**config.mk**
```make
export PLATFORM = sky130hd
export DESIGN_NAME = fgr_queue
export DESIGN_NICKNAME = d
export VERILOG_FILES = /design/src/rtl/core/fgr_pkg.sv /design/src/rtl/core/fgr_queue.sv
export SDC_FILE = /design/constraint.sdc
export NUM_CORES = 1
export LEC_CHECK = 0
export ABC_AREA = 1
export BUFFER_PORTS_ARGS = -buffer_cell sky130_fd_sc_hd__buf_2
export CAP_MARGIN = 20
export CORE_AREA = 2 2 73 75
export DETAILED_ROUTE_END_ITERATION = 8
export DIE_AREA = 0 0 75 77
export GPL_TIMING_DRIVEN = 0
export PLACE_DENSITY = 0.71
export SYNTH_ARGS = -nofsm -noshare
export SYNTH_HDL_FRONTEND = slang
export SYNTH_SLANG_ARGS = --single-unit
```
**constraint.sdc**
```tcl
create_clock -name clk -period 2 [get_ports clk]
set_clock_uncertainty 0.2 [all_clocks]
set_input_delay 0.2 -clock clk [delete_from_list [all_inputs] [get_ports clk]]
set_output_delay 0.2 -clock clk [all_outputs]
set_load 0.02 [all_outputs]
```
**src/rtl/core/fgr_pkg.sv**
```systemverilog
// Shared types, constants and transform codes for the frame remap block.
package fgr_pkg;

	// Source store is never larger than this many pixels on a side.
	localparam int STORE_DIM    = 256;
	localparam int DEFAULT_SIDE = 256;
	localparam int QDEPTH       = 2;

	localparam logic [7:0] WHITE = 8'hFF;

	localparam logic [3:0] TR_SHRINK2  = 4'd0;
	localparam logic [3:0] TR_SHRINK3  = 4'd1;
	localparam logic [3:0] TR_SHRINK4  = 4'd2;
	localparam logic [3:0] TR_MIR_LEFT = 4'd3;
	localparam logic [3:0] TR_MIR_RGHT = 4'd4;
	localparam logic [3:0] TR_MIR_TOP  = 4'd5;
	localparam logic [3:0] TR_MIR_BOT  = 4'd6;
	localparam logic [3:0] TR_FLIP_ROW = 4'd7;
	localparam logic [3:0] TR_FLIP_COL = 4'd8;
	localparam logic [3:0] TR_ENL_TL   = 4'd9;
	localparam logic [3:0] TR_ENL_TR   = 4'd10;
	localparam logic [3:0] TR_ENL_BL   = 4'd11;
	localparam logic [3:0] TR_ENL_BR   = 4'd12;

	// One classified operation waiting for the store.
	typedef struct packed {
		logic       rd;
		logic       white;
		logic [7:0] row;
		logic [7:0] col;
		logic [7:0] data;
	} fgr_entry_t;

endpackage

```
**src/rtl/core/fgr_queue.sv**
```systemverilog
// Short FIFO between the front end and the store back end.
module fgr_queue (
	input  logic                clk,
	input  logic                arst_n,
	input  logic                push,
	input  fgr_pkg::fgr_entry_t push_entry,
	output logic                full,
	input  logic                pop,
	output logic                empty,
	output fgr_pkg::fgr_entry_t head
);
	import fgr_pkg::*;

	localparam int PW = (QDEPTH > 1) ? $clog2(QDEPTH) : 1;
	localparam int CW = $clog2(QDEPTH + 1);

	fgr_entry_t        slots_q [QDEPTH];
	logic [PW-1:0]     wr_ptr_q, rd_ptr_q;
	logic [CW-1:0]     count_q;

	assign full  = (count_q == CW'(QDEPTH));
	assign empty = (count_q == '0);
	assign head  = slots_q[rd_ptr_q];

	always_ff @(posedge clk or negedge arst_n) begin
		if (!arst_n) begin
			wr_ptr_q <= '0;
			rd_ptr_q <= '0;
			count_q  <= '0;
		end else begin
			if (push) begin
				wr_ptr_q <= (wr_ptr_q == PW'(QDEPTH - 1)) ? '0 : wr_ptr_q + 1'b1;
			end
			if (pop) begin
				rd_ptr_q <= (rd_ptr_q == PW'(QDEPTH - 1)) ? '0 : rd_ptr_q + 1'b1;
			end
			count_q <= count_q + CW'(push) - CW'(pop);
		end
	end

	always_ff @(posedge clk) begin
		if (push) begin
			slots_q[wr_ptr_q] <= push_entry;
		end
	end

`ifndef SYNTHESIS
	a_no_pop_empty: assert property (@(posedge clk) disable iff (!arst_n)
		pop |-> !empty) else $error("pop from empty queue");
	a_no_push_full: assert property (@(posedge clk) disable iff (!arst_n)
		push |-> !full) else $error("push into full queue");
`endif

endmodule

```
; Word-level counts from Yosys, hierarchy flattened
; Memories as Yosys holds them, arrays and structs flattened.
; Index checks and enable logic that the tools add are counted.
[word_totals]
mem_count = 1
romBits = 0
elab_cells = 14
ramBits = 52
latch_bits = 0
reg_bits = 4
[memory_table]
columns = name, words, word_bits, read_ports, rd_clocked_by_memory_dff, wr, line
row1 = slots_q, 2, 26, 1, 0, 1, fgr_queue.sv:17  ; fgr_entry_t slots_q [QDEPTH];
[op_classes]
n_reduce_logical = 1
order_cmp = 0
div = 0
n_shift = 0
n_addsub = 4
n_mux = 4
mul = 0
eq_ne = 1
bitwise = 0
[op_table]
columns = operator, count
row1 = $mux W1, 4
row2 = $add A1 B1 Y1 const B, 2
row3 = $add A2 B1 Y2, 1
row4 = $eq A2 B2 Y1 const B, 1
row5 = $logic_not A2 Y1, 1
row6 = $sub A2 B1 Y2, 1

; Longest topological paths before layout
[depth]
ltp_word = 2
mapped_depth = 7
depth_no_buf = 7

; Worst setup path before layout
; Ideal clock, no wire load.
[synth_timing]
path_kind = register -> register
start = reg wr_ptr_q
end = mem slots_q[0][0] in the netlist's numbering (enable)
setup_ns = 0.409
t_arrival_ns = 1.516
path_stages_with_launch = 2
setup_slack_ns = -0.126
required_ns = 1.391
path_cell_list = dfrtp_1 nor2_1
[synth_rtl]
columns = item, line
row1 = from (decl), fgr_queue.sv:18  ; logic [PW-1:0] wr_ptr_q, rd_ptr_q;
row2 = from (signal assigned), fgr_queue.sv:32  ; wr_ptr_q <= (wr_ptr_q == PW'(QDEPTH - 1)) ? '0 : wr_ptr_q + 1'b1;
row3 = to (decl), fgr_queue.sv:17
; Straight into the memory's write port.

; Worst setup path after layout
[layout_timing]
start = in push
end = mem slots_q[1][22] in the netlist's numbering (enable)
[layout_via]
elab_chain_cells = 2
[layout_rtl]
columns = item, line
row1 = from (decl), fgr_queue.sv:5  ; input logic push,
row2 = $mux W1, fgr_queue.sv:42  ; if (push) begin
row3 = $mux W1 (implied by the code), fgr_queue.sv:43  ; slots_q[wr_ptr_q] <= push_entry;
; No other way between the ends.

==> impl_metrics.yaml <==
status:
  outcome: "completed"
clock_tree:
  numClockSinks: 56
  cts-buffers-inserted: 5
  clockBufferDepth: 2
  insertion_delay_ps: 300
  cts_tree: "done"
  clkTransAtPathRegs_ps: 90
  htreeDepth: 2
  cts_setup_buffers: 0
  cts_root_buf: "clkbuf_8"
timing:
  layout_worst_path_cycle_share_pct: 86.6
  slew_headroom_pct: 66.4
  clock.fmax_mhz: 577
  setup_violations: 0
  hold_violations: 0
  finalWorstSetupSlack_ps: 268
  tightest_slew_ps: 503
  layout_min_cycle_time_ps: 1730
  finalMaxSlewViolations: 0
  rsz0062_at_grt: "no"
logic_synthesis:
  syn-cell-area_um2: 2250
  yosys.area.top_type: "edfxtp_1"
  synth_area_per_cell_um2: 14.0
  yosysTopAreaCellShare_pct: 69.3
  seq_area_frac_synth_pct: 73.8
  synthAdderAreaFrac_pct: 1.11
  synth-seq-cells: 56
  synth.distinct_cells: 13
  synthSimpleGateAreaFrac_pct: 6.06
  synthesis.nets: 193
  netlist_instances: 161
  muxShareOfSynthArea_pct: 0
  yosys_warnings: 0
  synth_compound_area_share_pct: 9.61
  synth_xor_area_share_pct: 0.778
  synth_area_leaders: "edfxtp_1, o21ai_2, inv_1"
  synth_top_family_by_area: "compound AO/OA/AOI/OAI gates"
floorplanning:
  die-height_um: 77
  ios: 58
  num_rows: 26
  die-area_um2: 5780
  initial_utilization_pct: 45.2
  design.core.area_um2: 4980
  die_w_um: 75
final_layout:
  diodes: 0
  layout-drive-gt1-share_pct: 37.4
  area_growth_pct: 36.1
  multi_input_area_um2: 403
  fill_cells: 401
  area.sequential_um2: 1660
  utilization_pct: 61.6
  finalInstanceArea_um2: 3060
  fin_nets: 288
critical_path:
  crit_path_end_kind: "register"
  crit_path_top_delay_cell: "dlygate4sd3_1"
  cp.required_ps: 1810
  path_cells: "dlygate4sd3_1 > buf_2 > nand2_1 > inv_1 > buf_8"
  crit_type: "in -> reg"
  setup.worst_path.start_class: "input pin"
  cp_max_fo: 15
  r2r_setup_slack_ps: 390
  crit_arrival_ps: 1540
  slowest_delay_ps: 520
  r2r-start: "wr_ptr_q"
  ff2ff_path_depth: 3
  r2r_end: "slots_q[1][22]"
worst_hold_path:
  hp-class: "in -> async"
global_route:
  met2_usage_pct: 26.7
  track_usage_pct: 15.5
  top_usage_layer: "met2"
  met3_usage_pct: 3.55
  grt_start_max_net_pins: 27
  grt_pass1_vias: 1447
  grt_use_met1_pct: 18.0
  grt_antenna_before_repair: 0
  grt_pass1_wl_mm: 6.62
  grt-ovfl-total: 0
flow_run:
  cap_violations: 0
routing:
  vias: 1429
  drt-wirelength-per-cell_um: 12.4
  drc: 0
  antenna_left: 0
  first_pass_iters: 4
  vias_per_cell: 4.37
  drtIter0Drc: 84
  drt_wl_total_mm: 4.05
place:
  place_hpwl_mm: 2.53
  port_buffers: 57
  pre_cts_ws_ps: 185
  dpl_cell_area_um2: 2640
  gp_congestion: 0.725
power_and_ir_drop:
  p_clk_share_pct: 17.4
  leakage_nw: 1.34
  p_sw_mw: 1.50
  powerDensity_nw_per_um2: 1320
  vdd_drop_max_v: 0.000772
  power_mw: 4.06
  internal-power_mw: 2.56
  comb_power_share_pct: 42.3
  swShare_pct: 36.9
  seq_power_share_pct: 40.3
-- layout by cell type (no fill, tap or decap) --
cell type	count
buf_6	5
o21ai_1	1
clkinv_4	1
edfxtp_1	52
buf_8	3
xor2_1	2
clkbuf_8	5
inv_1	33
dlygate4sd3_1	29
nand3_1	1
nor2_4	1
ha_1	2
buf_2	57
clkinv_1	1
dfrtp_1	4
nor2_1	2
bufinv_16	1
o21ai_0	2
o21ai_2	23
nand2_1	32
-- flip-flops by register name, indices dropped and copies added (netlist names) --
name and count:
wr_ptr_q 1, rd_ptr_q 1, slots_q 52, count_q 2
-- cell usage after synthesis --
cell and number:
buf_6 5, buf_8 1, dfrtp_1 4, edfxtp_1 52
ha_1 2, inv_1 33, nand2_1 32, nand3_1 1
nor2_1 3, o21ai_0 2, o21ai_1 1, o21ai_2 23
xor2_1 2
-- layer usage --
metal	share of wire [%]	up-vias
li1	-	724
met1	39	662
met2	56	34
met5	0	-
met3	3.1	9
met4	1.9	0
-- power groups by stage --
stage	clock network, mW	logic [mW]	registers (mW)
floorplan	0	1.18	1.65
global placement	0	1.64	1.66
detailed placement	0	1.68	1.66
CTS	0.724	1.73	1.64
global route	0.772	1.88	1.66
finish	0.706	1.72	1.64
-- worst max-delay path, delay by kind of cell --
family,cells,cell delay [ps]
AND/OR/NAND/NOR,1,50
buffers and inverters,4,1280
-- cells by family (layout without fill, tap and decap cells) --
kind of cell	after synthesis	in the layout
compound gates	26	26
xor+xnor	2	2
buf+inv	39	135
flops	56	56
simple gates	36	36
fa+ha+maj	2	2
-- worst max-delay path by stage --
stage          slack (ps)      from  depth (start not counted)              to
3_3_place_gp         -110  wr_ptr_q                          1  slots_q[0][10]
3_5_place_dp          180  wr_ptr_q                          2  slots_q[1][10]
4_1_cts                30      push                          4  slots_q[1][22]
5_1_grt               210      push                          5  slots_q[1][22]
6_report              270      push                          5  slots_q[1][22]
2_1_floorplan         290  wr_ptr_q                          1   slots_q[0][0]
-- metrics by stage --
stage | TNS, ps | instances | hold slack, ps
floorplan | 0 | 161 | -296
global placement | -2720 | 288 | -188
detailed placement | 0 | 289 | -185
CTS | 0 | 326 | 22.5
global route | 0 | 327 | 28.2
finish | 0 | 327 | 39.6
-- timing repair --
| action | in CTS | in global routing |
|---|---|---|
| endpoints found under the setup margin | 0 | 1 |
| resized for setup | 0 | 1 |
| endpoints found under the hold margin | 59 | 0 |
| hold buffers | 29 | 0 |
-- cell type report --
type,instances,share of cell area (%)
inverter,33,4.04
buffer,6,2.33
timing repair buffer,88,19.8
sequential,56,54.2
tap,70,2.86
multi-input combinational,66,13.1
clock inverter,3,1.39
clock buffer,5,2.25
(Power assumes the default switching activity.)
