==> src/rtl/core/fgr_pkg.sv <==
// Shared types, constants and transform codes for the frame remap block.
package fgr_pkg;

	// Source store is never larger than this many pixels on a side.
	localparam int STORE_DIM    = 256;
	localparam int DEFAULT_SIDE = 256;
	localparam int QDEPTH       = 2;

	localparam logic [7:0] WHITE = 8'hFF;

	localparam logic [3:0] TR_SHRINK2  = 4'd0;
	localparam logic [3:0] TR_SHRINK3  = 4'd1;
	localparam logic [3:0] TR_SHRINK4  = 4'd2;
	localparam logic [3:0] TR_MIR_LEFT = 4'd3;
	localparam logic [3:0] TR_MIR_RGHT = 4'd4;
	localparam logic [3:0] TR_MIR_TOP  = 4'd5;
	localparam logic [3:0] TR_MIR_BOT  = 4'd6;
	localparam logic [3:0] TR_FLIP_ROW = 4'd7;
	localparam logic [3:0] TR_FLIP_COL = 4'd8;
	localparam logic [3:0] TR_ENL_TL   = 4'd9;
	localparam logic [3:0] TR_ENL_TR   = 4'd10;
	localparam logic [3:0] TR_ENL_BL   = 4'd11;
	localparam logic [3:0] TR_ENL_BR   = 4'd12;

	// One classified operation waiting for the store.
	typedef struct packed {
		logic       rd;
		logic       white;
		logic [7:0] row;
		logic [7:0] col;
		logic [7:0] data;
	} fgr_entry_t;

endpackage

==> src/rtl/core/fgr_front.sv <==
// Front end: accept items, map read coordinates to source locations, classify.
module fgr_front #(
	parameter int SIDE = fgr_pkg::DEFAULT_SIDE
) (
	input  logic                in_valid,
	output logic                in_ready,
	input  logic                func,
	input  logic [7:0]          row,
	input  logic [7:0]          col,
	input  logic [7:0]          pixel_in,
	input  logic [3:0]          transform,
	input  logic                q_full,
	output logic                q_push,
	output fgr_pkg::fgr_entry_t q_entry
);
	import fgr_pkg::*;

	localparam int LIM = (SIDE < STORE_DIM) ? SIDE : STORE_DIM;
	localparam int GW  = ($clog2(SIDE) + 1 > 10) ? $clog2(SIDE) + 1 : 10;
	localparam logic [GW-1:0] LAST = GW'(SIDE - 1);
	localparam logic [GW-1:0] HALF = GW'(SIDE / 2);

	logic [GW-1:0] r_g, c_g, sr, sc;
	logic          outside, white;

	assign r_g     = GW'(row);
	assign c_g     = GW'(col);
	assign outside = (r_g >= GW'(SIDE)) || (c_g >= GW'(SIDE));

	always_comb begin
		sr = r_g;
		sc = c_g;
		unique case (transform) inside
			TR_SHRINK2: begin
				sr = r_g << 1;
				sc = c_g << 1;
			end
			TR_SHRINK3: begin
				sr = (r_g << 1) + r_g;
				sc = (c_g << 1) + c_g;
			end
			TR_SHRINK4: begin
				sr = r_g << 2;
				sc = c_g << 2;
			end
			TR_MIR_LEFT: sc = (c_g <  HALF) ? c_g : LAST - c_g;
			TR_MIR_RGHT: sc = (c_g >= HALF) ? c_g : LAST - c_g;
			TR_MIR_TOP:  sr = (r_g <  HALF) ? r_g : LAST - r_g;
			TR_MIR_BOT:  sr = (r_g >= HALF) ? r_g : LAST - r_g;
			TR_FLIP_ROW: sr = LAST - r_g;
			TR_FLIP_COL: sc = LAST - c_g;
			TR_ENL_TL, TR_ENL_TR, TR_ENL_BL, TR_ENL_BR: begin
				sr = (r_g >> 1) + ((transform == TR_ENL_BL || transform == TR_ENL_BR)
					? HALF : '0);
				sc = (c_g >> 1) + ((transform == TR_ENL_TR || transform == TR_ENL_BR)
					? HALF : '0);
			end
			default: begin
				sr = r_g;
				sc = c_g;
			end
		endcase
	end

	// Any source past the stored frame reads as white; shrink overflow lands here too.
	assign white = outside || (sr >= GW'(LIM)) || (sc >= GW'(LIM));

	assign in_ready = !q_full;
	// Drop writes outside the frame: accepted, never queued.
	assign q_push   = in_valid && !q_full && !(!func && outside);

	always_comb begin
		q_entry.rd    = func;
		q_entry.white = func && white;
		q_entry.row   = func ? sr[7:0] : row;
		q_entry.col   = func ? sc[7:0] : col;
		q_entry.data  = pixel_in;
	end

endmodule

==> config.mk <==
export PLATFORM = sky130hd
export DESIGN_NAME = fgr_front
export DESIGN_NICKNAME = d
export VERILOG_FILES = /design/src/rtl/core/fgr_pkg.sv /design/src/rtl/core/fgr_front.sv
export SDC_FILE = /design/constraint.sdc
export NUM_CORES = 1
export LEC_CHECK = 0
export ABC_AREA = 0
export BUFFER_PORTS_ARGS = -buffer_cell sky130_fd_sc_hd__clkbuf_2
export CAP_MARGIN = 10
export CORE_MARGIN = 2
export CORE_UTILIZATION = 45
export DETAILED_ROUTE_END_ITERATION = 10
export GPL_TIMING_DRIVEN = 0
export PLACE_DENSITY_LB_ADDON = 0.08
export SLEW_MARGIN = 10
export SYNTH_ARGS = -nofsm -noshare
export SYNTH_HDL_FRONTEND = slang
export SYNTH_SLANG_ARGS = --single-unit
==> constraint.sdc <==
create_clock -name vclk -period 2
set_clock_uncertainty 0.15 [all_clocks]
set_input_delay 0.2 -clock vclk [all_inputs]
set_output_delay 0.2 -clock vclk [all_outputs]
set_load 0.01 [all_outputs]
## Yosys cells after proc, flatten, opt, wreduce, memory -nomap -nowiden

Index checks and enable logic that the tools add are counted.

- Flip-flop bits (word level): 0
- Logic and storage cells: 50

- Equality and inequality tests: 12
- Mux-type cells: 10
- $add $sub $neg: 6
- Magnitude comparators: 8
- Reduce and logical (&&, ||, !) cells: 14

Operators by type and width:

| operator | number |
|---|---|
| $pmux W10 S7 | 2 |
| $mux W10 | 4 |
| $mux W8 | 4 |
| $add A9 B8 Y10 | 2 |
| $eq A4 B4 Y1 const B | 5 |
| $ge A10 B9 Y1 const B | 2 |
| $add A7 B8 Y9 | 2 |
| $ge A8 B9 Y1 const B | 2 |
| $sub A8 B8 Y9 const A | 2 |
| $eq A4 B3 Y1 const B | 4 |
| $ge A8 B8 Y1 const B | 2 |
| $lt A8 B8 Y1 const B | 2 |
| $eq A4 B2 Y1 const B | 2 |
| $logic_or A1 B1 Y1 | 5 |
| $eq A4 B1 Y1 const B | 1 |
| $logic_and A1 B1 Y1 | 4 |
| $logic_not A4 Y1 | 1 |
| $reduce_or A4 Y1 | 1 |
| $logic_not A1 Y1 | 3 |

## Depth between registers and ports, before layout

- Word-level depth: 9
- Gate-level depth with buffers: 9
- Mapped depth without buffers: 8

## Worst setup path after synthesis

OpenSTA, ideal clock, no wires.

- Path kind: input to output
- Start: input port col[0]
- End: output port q_entry[15] (netlist bit)
- Arrival: 1.896 ns
- Cell stages on the path: 8
- Required time: 1.650 ns
- Slack: -0.246 ns
- Cells stage by stage: ha_1 -> fa_1 -> a211oi_1 -> o21bai_1 -> a21oi_1 -> xnor2_1 -> o221ai_1 -> a21boi_1

RTL lines:

| item | line | RTL |
|---|---|---|
| from (decl) | fgr_front.sv:9 | `input logic [7:0] col,` |
| to (decl) | fgr_front.sv:14 | `output fgr_pkg::fgr_entry_t q_entry` |

==> flow_summary.json <==
{
  "fmax_mhz": 421,
  "final_cells": 446,
  "area_growth_pct": 56.7,
  "fp.coreArea_um2": 4380,
  "io_pins": 59,
  "status": "finished with violations",
  "maxCapViolCount": 0,
  "end_kind": "primary output",
  "slowest_delay_ps": 380,
  "combPwrFrac": 1.000,
  "layout.nets": 453,
  "grt_antenna_before_repair": 0,
  "required_ps": 1650,
  "wl_per_cell_um": 18.3,
  "groute.usage.overall": 0.291,
  "register_area_um2": 0,
  "grt_pass1_vias": 2680,
  "p_int_w": 0.000380,
  "relSlewSlack": 0.682,
  "slowest_stage": "fa_2",
  "leakage_nw": 1.41,
  "io_buffers": 51,
  "gp_congestion": 0.923,
  "ys_types": 60,
  "pwr_density_cell_nw_per_um2": 249,
  "layout-drive-gt1-share": 0.457,
  "via_count": 2893,
  "violations": "negative setup slack",
  "dp_cells": 412,
  "grt_first_pass_wirelength_um": 12500,
  "syn_inst": 309,
  "slew_violations": 0,
  "setup_viol": 14,
  "startpoint_type": "primary input",
  "path_max_fanout": 4,
  "tightest_slew_ps": 477,
  "synth.cell_area_um2": 2070,
  "holdWs_ps": 437,
  "crit_type": "primary input to primary output",
  "p_sw_w": 0.000431,
  "avgSynthCellArea_um2": 6.71,
  "final_antenna_net_count": 0,
  "seq_cells": 0,
  "ir_worst_vdd_uv": 150,
  "grt_start_max_net_pins": 12,
  "std_cell_rows": 24,
  "initial_core_util": 0.473,
  "ys_warn_count": 0,
  "multi_input_area_um2": 2190,
  "clkPwrFrac": 0,
  "dieArea_um2": 5170,
  "switching_share": 0.532,
  "wl_um": 8180,
  "grt_overflow_total": 0,
  "first_iter_violations": 247,
  "syn_nets": 366,
  "clock_buffers": 0,
  "drcViolationCount": 0,
  "holdPathStages": 2,
  "setup_ws_ps": -375,
  "period_share": 1.19,
  "fp.dieH_um": 71.9,
  "finalHoldViolCount": 0,
  "rsz0062_at_grt": "yes",
  "critPathArrivalTime_ps": 2030,
  "hpwl_um": 5160,
  "seq_area_frac_synth": 0,
  "dieWidth_um": 71.9,
  "n_antenna_cell": 0,
  "worstHoldPathType": "primary input to primary output",
  "path_cells": "clkbuf_16 -> ha_4 -> fa_2 -> a211oi_4 -> o21bai_1 -> a21oi_2 -> xnor2_1 -> o221ai_1 -> o21a_1 -> buf_2",
  "fillerInstances": 344,
  "drt_first_pass_iters": 6,
  "min_period_ps": 2380,
  "viasPerCell": 6.49,
  "p_seq_frac": 0
}
repair_timing:
action	4_1_cts	5_1_grt
gates resized for setup	85	67
hold buffers	0	0
gates cloned	1	0
setup endpoints to repair	17	17
pin swaps	25	32
buffers inserted	19	16
cells in the final DEF (no fill, tap or decap), types with 7 or more instances in the layout:
cell,count
a21o_1,7
a21oi_1,17
a21oi_2,8
buf_2,14
buf_4,44
buf_6,11
clkbuf_2,27
ha_1,17
ha_4,7
inv_1,10
nand2_1,21
nor2_1,26
nor3_1,7
o21ai_0,10
o21ai_1,8
xnor2_1,7
final timing paths:
path	endpoint	slack [ps]	start
worst max-delay path	q_entry[23]	-380	row[1]
worst min-delay path	q_entry[1]	440	pixel_in[1]
cells by family (layout without fill, tap and decap cells):
| family | count (synthesis) | after routing | synth area share |
|---|---|---|---|
| buffers and inverters | 48 | 132 | 0.114 |
| AO/OA/AOI/OAI | 117 | 117 | 0.394 |
| XOR/XNOR | 13 | 13 | 0.0549 |
| AND/OR/NAND/NOR | 101 | 102 | 0.253 |
| multiplexers | 4 | 4 | 0.0193 |
| adder cells (fa/ha/maj) | 26 | 26 | 0.164 |
final cells by class:
class,count,share of cell area
repair buffers,86,0.199
plain buffers,29,0.0828
multi-input cells,262,0.674
well taps,52,0.0200
inverters,17,0.0242
critical path: cells and delay by family:
kind | cells | cell delay (ps)
compound gates | 5 | 930
fa+ha+maj | 2 | 540
buf+inv | 2 | 250
xor+xnor | 1 | 90
cells in the mapped netlist, types with 4 or more instances:
master | instances | area share
a22o_1 | 4 | 0.017
nor2_1 | 29 | 0.052
a211oi_1 | 9 | 0.033
buf_2 | 12 | 0.029
a21o_1 | 7 | 0.025
a21oi_1 | 24 | 0.058
buf_4 | 9 | 0.033
o211ai_1 | 5 | 0.018
nand2_1 | 24 | 0.043
xnor2_1 | 9 | 0.038
inv_1 | 17 | 0.031
ha_1 | 24 | 0.14
mux2i_1 | 4 | 0.019
nand2b_1 | 5 | 0.015
and2_1 | 4 | 0.012
clkbuf_1 | 9 | 0.016
nor3_1 | 10 | 0.024
nor2b_1 | 4 | 0.012
xor2_1 | 4 | 0.017
nor3b_1 | 4 | 0.014
a22oi_1 | 6 | 0.022
o21ai_1 | 7 | 0.017
nand3_1 | 5 | 0.012
o21ai_0 | 14 | 0.034
per-stage QoR:
stage	util	setup TNS (ps)	area, um2	setup slack (ps)	total power (W)
2_1_floorplan	-	-74.6	2120	-73.9	0.000408
3_3_place_gp	0.557	-5870	2440	-584	0.000587
3_5_place_dp	0.557	-6050	2440	-579	0.000595
4_1_cts	0.674	-2440	2950	-453	0.000710
5_1_grt	0.741	-3730	3250	-493	0.000868
6_report	0.741	-2590	3250	-375	0.000811
per-layer routing:
metal	GRT usage	routed length, um
met1	0.354	3100
met2	0.522	4140
met3	0.0153	571
met4	0.143	366
met5	0	0
power groups by stage:
stage | registers, W | clock network [W] | logic [W]
final | 0 | 0 | 0.000811
after global routing | 0 | 0 | 0.000868
after CTS | 0 | 0 | 0.000710
after detailed placement | 0 | 0 | 0.000595
after global placement | 0 | 0 | 0.000587
after floorplan | 0 | 0 | 0.000408
Note: power is estimated with default switching activity, not from simulation.
